===== src/rtl/tlb_page_table_fifo_translator_core_macros.svh =====
// assertion macros for the translator core
`ifndef TLB_PAGE_TABLE_FIFO_TRANSLATOR_CORE_MACROS_SVH
`define TLB_PAGE_TABLE_FIFO_TRANSLATOR_CORE_MACROS_SVH
// implication checked every clock outside reset
`define TPT_ASSERT_IMP(lbl, ante, cons, msg) \
  lbl: assert property (@(posedge clk) disable iff (!rst_n) (ante) |-> (cons)) \
    else $error(msg);
// next-cycle implication checked outside reset
`define TPT_ASSERT_NXT(lbl, ante, cons, msg) \
  lbl: assert property (@(posedge clk) disable iff (!rst_n) (ante) |=> (cons)) \
    else $error(msg);
`endif


===== src/rtl/tpt_pkg.sv =====
// shared types for the translator core
package tpt_pkg;
  typedef struct packed {
    logic [15:0] addr;
  } tpt_req_t;
endpackage


===== src/rtl/tpt_ram.sv =====
// generic ram with one write port and one read port, registered read
module tpt_ram #(
  parameter int WIDTH = 8,
  parameter int DEPTH = 256
) (
  input  logic                     clk,
  input  logic                     we,
  input  logic [$clog2(DEPTH)-1:0] waddr,
  input  logic [WIDTH-1:0]         wdata,
  input  logic [$clog2(DEPTH)-1:0] raddr,
  output logic [WIDTH-1:0]         rdata
);
  logic [WIDTH-1:0] mem [DEPTH];
  always_ff @(posedge clk) begin
    if (we) begin
      mem[waddr] <= wdata;
    end
    rdata <= mem[raddr];
  end
endmodule


===== src/rtl/tpt_front.sv =====
// input stage and two-entry request queue
module tpt_front (
  input  logic              clk,
  input  logic              rst_n,
  input  logic              in_valid,
  output logic              in_stall,
  input  logic [15:0]       in_logical_address,
  output logic              q_valid,
  output tpt_pkg::tpt_req_t q_req,
  input  logic              q_pop
);
  import tpt_pkg::*;
  tpt_req_t q_r [2];
  logic [1:0] cnt_r, cnt_nxt;
  logic rd_r, wr_r;
  logic push;
  assign in_stall = (cnt_r == 2'd2);
  assign push = in_valid && !in_stall;
  assign q_valid = (cnt_r != 2'd0);
  assign q_req = q_r[rd_r];
  always_comb begin
    cnt_nxt = cnt_r + {1'b0, push} - {1'b0, q_pop};
  end
  always_ff @(posedge clk) begin
    if (!rst_n) begin
      cnt_r <= '0;
      rd_r <= 1'b0;
      wr_r <= 1'b0;
    end else begin
      cnt_r <= cnt_nxt;
      if (push) wr_r <= !wr_r;
      if (q_pop) rd_r <= !rd_r;
    end
    if (push) q_r[wr_r].addr <= in_logical_address;
  end
endmodule


===== src/rtl/tpt_back.sv =====
// translation engine: tlb search, page table, frame replacement
module tpt_back #(
  parameter int TLB_ENTRIES = 16,
  parameter int NUM_FRAMES = 128
) (
  input  logic              clk,
  input  logic              rst_n,
  input  logic              q_valid,
  input  tpt_pkg::tpt_req_t q_req,
  output logic              q_pop,
  output logic              out_valid,
  input  logic              out_stall,
  output logic [14:0]       out_physical_address,
  output logic              out_tlb_hit,
  output logic              out_page_fault,
  output logic              out_evict_valid,
  output logic [7:0]        out_evicted_page
);
  import tpt_pkg::*;
  localparam int TW = (TLB_ENTRIES > 1) ? $clog2(TLB_ENTRIES) : 1;
  localparam int FW = (NUM_FRAMES > 1) ? $clog2(NUM_FRAMES) : 1;
  typedef enum logic [2:0] {S_IDLE, S_LOOK, S_PT, S_OWN, S_DONE} state_t;
  state_t st_r;
  logic [TLB_ENTRIES-1:0] tv_r;
  logic [7:0] tt_r [TLB_ENTRIES];
  logic [FW-1:0] tf_r [TLB_ENTRIES];
  logic [TW-1:0] tn_r;
  logic [255:0] pv_r;
  logic [FW-1:0] nf_r;
  logic full_r;
  logic [7:0] page_r, off_r;
  logic [FW-1:0] frame_r;
  logic pt_we, fo_we;
  logic [7:0] pt_wa;
  logic [FW-1:0] pt_wd, pt_rd;
  logic [7:0] fo_rd;
  logic hit_c;
  logic [FW-1:0] hf_c;
  tpt_ram #(.WIDTH(FW), .DEPTH(256)) u_pt (
    .clk(clk), .we(pt_we), .waddr(pt_wa), .wdata(pt_wd),
    .raddr(st_r == S_IDLE ? q_req.addr[15:8] : page_r), .rdata(pt_rd));
  tpt_ram #(.WIDTH(8), .DEPTH(NUM_FRAMES)) u_fo (
    .clk(clk), .we(fo_we), .waddr(nf_r), .wdata(page_r),
    .raddr(nf_r), .rdata(fo_rd));
  always_comb begin
    hit_c = 1'b0;
    hf_c = '0;
    for (int i = 0; i < TLB_ENTRIES; i++) begin
      if (!hit_c && tv_r[i] && tt_r[i] == page_r) begin
        hit_c = 1'b1;
        hf_c = tf_r[i];
      end
    end
  end
  assign pt_we = (st_r == S_OWN);
  assign pt_wa = page_r;
  assign pt_wd = nf_r;
  assign fo_we = (st_r == S_OWN);
  assign q_pop = (st_r == S_IDLE) && q_valid && !out_valid;
  always_ff @(posedge clk) begin
    if (!rst_n) begin
      st_r <= S_IDLE;
      tv_r <= '0;
      tn_r <= '0;
      pv_r <= '0;
      nf_r <= '0;
      full_r <= 1'b0;
      out_valid <= 1'b0;
    end else begin
      if (out_valid && !out_stall) out_valid <= 1'b0;
      case (st_r)
        S_IDLE: begin
          if (q_pop) begin
            page_r <= q_req.addr[15:8];
            off_r <= q_req.addr[7:0];
            st_r <= S_LOOK;
          end
        end
        S_LOOK: begin
          out_page_fault <= 1'b0;
          out_evict_valid <= 1'b0;
          out_evicted_page <= '0;
          if (hit_c) begin
            out_tlb_hit <= 1'b1;
            out_physical_address <= 15'({hf_c, off_r});
            out_valid <= 1'b1;
            st_r <= S_IDLE;
          end else begin
            out_tlb_hit <= 1'b0;
            st_r <= pv_r[page_r] ? S_PT : S_OWN;
          end
        end
        S_PT: begin
          frame_r <= pt_rd;
          st_r <= S_DONE;
        end
        S_OWN: begin
          out_page_fault <= 1'b1;
          frame_r <= nf_r;
          if (full_r && pv_r[fo_rd]) begin
            pv_r[fo_rd] <= 1'b0;
            out_evict_valid <= 1'b1;
            out_evicted_page <= fo_rd;
            for (int i = 0; i < TLB_ENTRIES; i++)
              if (tt_r[i] == fo_rd) tv_r[i] <= 1'b0;
          end
          pv_r[page_r] <= 1'b1;
          if (nf_r == FW'(NUM_FRAMES - 1)) begin
            nf_r <= '0;
            full_r <= 1'b1;
          end else begin
            nf_r <= nf_r + 1'b1;
          end
          st_r <= S_DONE;
        end
        S_DONE: begin
          tv_r[tn_r] <= 1'b1;
          tt_r[tn_r] <= page_r;
          tf_r[tn_r] <= frame_r;
          tn_r <= (tn_r == TW'(TLB_ENTRIES - 1)) ? '0 : tn_r + 1'b1;
          out_physical_address <= 15'({frame_r, off_r});
          out_valid <= 1'b1;
          st_r <= S_IDLE;
        end
        default: st_r <= S_IDLE;
      endcase
    end
  end
`include "tlb_page_table_fifo_translator_core_macros.svh"
  `TPT_ASSERT_IMP(a_pop_idle, q_pop, st_r == S_IDLE && !out_valid, "pop while busy")
  `TPT_ASSERT_NXT(a_own_done, st_r == S_OWN, st_r == S_DONE, "fault path broke")
  `TPT_ASSERT_IMP(a_ev_fault, out_valid && out_evict_valid, out_page_fault, "evict w/o fault")
endmodule


===== src/rtl/tlb_page_table_fifo_translator_core.sv =====
// top level of the translator core
// sequenced by the back end: a tlb hit goes from accept through lookup to the
// result; a miss adds a page-table read or a frame allocation, then a tlb fill
// (page-table and frame-owner ram reads are registered); one request at a time
// reset: synchronous active-low, clears tlb and page valid bits, fifo pointers
module tlb_page_table_fifo_translator_core #(
  parameter int TLB_ENTRIES = 16,
  parameter int NUM_FRAMES = 128
) (
  input  logic        clk,
  input  logic        rst_n,
  input  logic        in_valid,
  output logic        in_stall,
  input  logic [15:0] in_logical_address,
  output logic        out_valid,
  input  logic        out_stall,
  output logic [14:0] out_physical_address,
  output logic        out_tlb_hit,
  output logic        out_page_fault,
  output logic        out_evict_valid,
  output logic [7:0]  out_evicted_page
);
  import tpt_pkg::*;
  logic q_valid, q_pop;
  tpt_req_t q_req;
  tpt_front u_front (
    .clk(clk), .rst_n(rst_n), .in_valid(in_valid), .in_stall(in_stall),
    .in_logical_address(in_logical_address), .q_valid(q_valid), .q_req(q_req),
    .q_pop(q_pop));
  tpt_back #(.TLB_ENTRIES(TLB_ENTRIES), .NUM_FRAMES(NUM_FRAMES)) u_back (
    .clk(clk), .rst_n(rst_n), .q_valid(q_valid), .q_req(q_req), .q_pop(q_pop),
    .out_valid(out_valid), .out_stall(out_stall),
    .out_physical_address(out_physical_address), .out_tlb_hit(out_tlb_hit),
    .out_page_fault(out_page_fault), .out_evict_valid(out_evict_valid),
    .out_evicted_page(out_evicted_page));
endmodule

===== config.mk =====
export PLATFORM = sky130hd
export DESIGN_NAME = tlb_page_table_fifo_translator_core
export DESIGN_NICKNAME = d
export VERILOG_FILES = /design/src/rtl/tpt_pkg.sv /design/src/rtl/tpt_ram.sv /design/src/rtl/tpt_front.sv /design/src/rtl/tpt_back.sv /design/src/rtl/tlb_page_table_fifo_translator_core.sv
export VERILOG_INCLUDE_DIRS = /design/src /design/src/rtl
export SDC_FILE = /design/constraint.sdc
export NUM_CORES = 2
export LEC_CHECK = 0
export BUFFER_PORTS_ARGS = -buffer_cell sky130_fd_sc_hd__buf_2
export CORE_ASPECT_RATIO = 1.25
export CORE_MARGIN = 2
export CORE_UTILIZATION = 48
export DETAILED_ROUTE_END_ITERATION = 16
export PLACE_DENSITY_LB_ADDON = 0.25
export SKIP_LAST_GASP = 1
export SLEW_MARGIN = 0
export SYNTH_ARGS = -nofsm -noshare
export SYNTH_HDL_FRONTEND = slang
export SYNTH_SLANG_ARGS = --single-unit

===== constraint.sdc =====
create_clock -name clk -period 13.5 [get_ports clk]
set_input_delay 4.05 -clock clk [delete_from_list [all_inputs] [get_ports clk]]
set_output_delay 4.05 -clock clk [all_outputs]
set_load 0.01 [all_outputs]

==> reports/metrics.cfg <==
[sta]
slew_violations=24
post-route-period-util=0.5292
fmax_mhz=140.0
rsz0062_at_grt=false
skew_ns=0.06044
finalHoldViolations=0
period_minus_slack_ns=7.144
finalSetupTns_ns=0
setup_viol=0
max-slew-margin-rel=-0.05778
tightest_slew_ns=1.583

[yosys]
synth_nets=8413
ys_ff_latch=3445
synth-edff-count=3137
syn_area_sq_um=137600
syn_area_per_cell_sq_um=16.40
ys_seq_area_frac=0.7296
synth_ff_type=edfxtp_1
ys_types=76
synth_cells=8386
ys_async_sr_fraction=0
yosysWarnings=0

[power]
pwr-share-clk=0.353
swShare=0.2905
finalPower_mw=26.42
leakage_nw=47.33
powerDensity_nw_per_um2=172.7
p_comb_frac=0.196
p_seq_frac=0.451
p_sw_mw=7.673
irDropWorstVdd_v=0.0002266
intPower_mw=18.74

[clocking]
postCtsHoldBufs=0
postCtsSetupRepairBufs=0
cts_made_buffers=341
clk_path_buf_depth=4
clk_pin_slew_ns=0.06
cts_tree=done
htreeDepth=5
clock_latency_ns=0.91
post_cts_resize_count=0
cts_root_buf=clkbuf_16
cts.sinks=3445

[global_routing]
grt_overflow=0
grt_usage=0.2826
grt_pass1_wl_mm=588.8
grt_start_max_net_pins=195
grt_pass1_vias=79820
antenna_found_initial=26

[floorplanning]
die_w_microns=482.8
die_h_microns=602.5
start_util=0.4827
die_area_sq_um=290900
rows=219
pin_count=48
core_sq_um=285000

[routing]
drtIter0Drc=10550
vias=81150
route.detailed.drc=0
ant_nets=0
wl_per_cell_microns=33.44
viasPerCell=6.496
drt_wl_total_mm=417.7
dr.pass1.iters=6

[worst_setup_path]
critPathKind=reg -> reg
worstPathArrival_ns=7.89
crit_required_ns=14.25
critPathMaxFanout=32
cp-end-kind=flip-flop
startpoint_type=flip-flop

[finish]
mostFrequentLayoutCells=3137 x edfxtp_1, 772 x nand2_1, 529 x mux4_2
register_area_sq_um=100400
fill_cells=22510
multi_input_area_sq_um=35030
area_growth_pct=11.20
layout_commonest_cell=edfxtp_1
layout.nets=8461
drive_gt1_frac=0.1530

[placement]
numPortBuffers=47
dpl.hpwl_mm=257.2
place.gp.congestion=1.033

[worst_hold_path]
hold_class=reg -> reg

[job]
drv_cap=4

[status]
violations=capacitance limit, slew limit
status=finished, violations left

## cell type report
class                           instances  area share
Multi-Input combinational cell       4380      0.2290
Inverter                               34   0.0008343
Timing Repair Buffer                  232     0.01220
Tap cell                             3757     0.03073
Clock buffer                          449     0.06100
Antenna cell                           23   0.0003763
Sequential cell                      3445      0.6564
Clock inverter                        172    0.009439
## power by group through the flow
stage	Combinational, mW	Clock, mW	Sequential, mW
final	5.17	9.32	11.9
after CTS	5.09	9.39	11.9
after floorplan	3.18	0	12.2
after global placement	5.04	0	12.1
after detailed placement	5.08	0	12.1
after global routing	5.38	9.78	11.9
## Yosys cell counts, drive strengths merged (5+ instances only)
library cell,n,share of area
nor4,31,0.0015
a22oi,325,0.018
mux2,15,0.0012
dfxtp,308,0.045
nor2b,164,0.0075
nor2,512,0.014
nand2b,18,0.00082
a221oi,121,0.0077
a311oi,15,0.00096
o21ai,60,0.0022
nor3b,5,0.00027
mux2i,47,0.0034
a2111oi,13,0.00087
clkbuf,279,0.0076
or3,27,0.0013
a221o,10,0.00073
buf,248,0.0095
o2111ai,15,0.00096
and2,38,0.0017
o31ai,8,0.00044
xnor2,242,0.015
nand3,247,0.0090
inv,34,0.00093
edfxtp,3137,0.68
a31oi,98,0.0045
a21oi,234,0.0085
a22o,115,0.0073
and3,42,0.0019
o21a,229,0.012
a21o,10,0.00055
ha,7,0.00064
nand4,171,0.0078
nand3b,10,0.00055
mux4,529,0.087
xor2,24,0.0015
a211oi,22,0.0013
nand2,780,0.021
nor3,67,0.0026
a21boi,5,0.00027
a32oi,12,0.00076
o211ai,20,0.0011
o22ai,37,0.0017
or2,7,0.00032
or4,7,0.00038
## through the flow
stage	setup WS (ns)	hold WS [ns]	cells	utilization	area, sq um
2_1_floorplan	6.589	0.4003	8386	-	137600
3_3_place_gp	6.752	0.4010	11850	0.4986	142100
3_5_place_dp	6.696	0.4052	11850	0.4987	142100
4_1_cts	6.757	0.4205	12470	0.5365	152900
5_1_grt	6.335	0.4348	12480	0.5367	152900
6_report	6.356	0.4214	12490	0.5368	153000
## cells by family after synthesis
kind of cell | after synthesis | share of synthesized area
AOI/OAI and AO/OA | 1377 | 0.07188
muxes | 591 | 0.09125
xor gates and xnor gates | 266 | 0.01694
DFF | 3445 | 0.7296
and+or+nand+nor | 2139 | 0.07166
adders and majority gates | 7 | 0.0006366
buffers and inverters | 561 | 0.01805
## state kept, by name, summed over array words and instances, names as in the netlist, 3 cells and up, named ones only
name and flops:
u_back.u_pt.mem 1792, u_back.u_fo.mem 1024, u_back.pv_r 256, u_back.tt_r 128, u_back.tf_r 112, u_front.q_r 32
u_back.tv_r 16, u_back.out_physical_address 15, u_back.off_r 8, u_back.out_evicted_page 8, u_back.page_r 8, u_back.u_fo.rdata 8
u_back.frame_r 7, u_back.nf_r 7, u_back.u_pt.rdata 7, u_back.tn_r 4, u_back.st_r 3
## routing by layer
metal,share of wire,GRT usage
met5,0.00017,0
met3,0.089,0.05667
met4,0.071,0.1689
met2,0.48,0.4536
met1,0.36,0.3554
## worst max-delay path: stages (launching register included)
cell	delay (ns)
dfxtp_1	0.93
mux2i_1	0.83
o21a_4	0.59
buf_4	0.66
mux4_2	0.65
and3_1	0.22
a21oi_1	0.95
o2111ai_1	0.45
a211oi_1	1.11
nand4_1	0.21
or2_1	0.29
## worst paths after layout
| kind | from | end | slack (ns) | cells past startpoint |
|---|---|---|---|---|
| worst min register to register | u_back.off_r[1]$_DFFE_PP_ | u_back.out_physical_address[1]$_DFFE_PP_ | 0.42 | 0 |
| worst max-delay path | flip-flop | u_back.u_pt.rdata[5]$_DFF_P_ | 6.36 | 10 |
| worst min-delay path | u_back.off_r[1]$_DFFE_PP_ | u_back.out_physical_address[1]$_DFFE_PP_ | 0.42 | 0 |
| worst max register to register | flip-flop | u_back.u_pt.rdata[5]$_DFF_P_ | 6.36 | 10 |
Power figures use the tool's default switching activity.
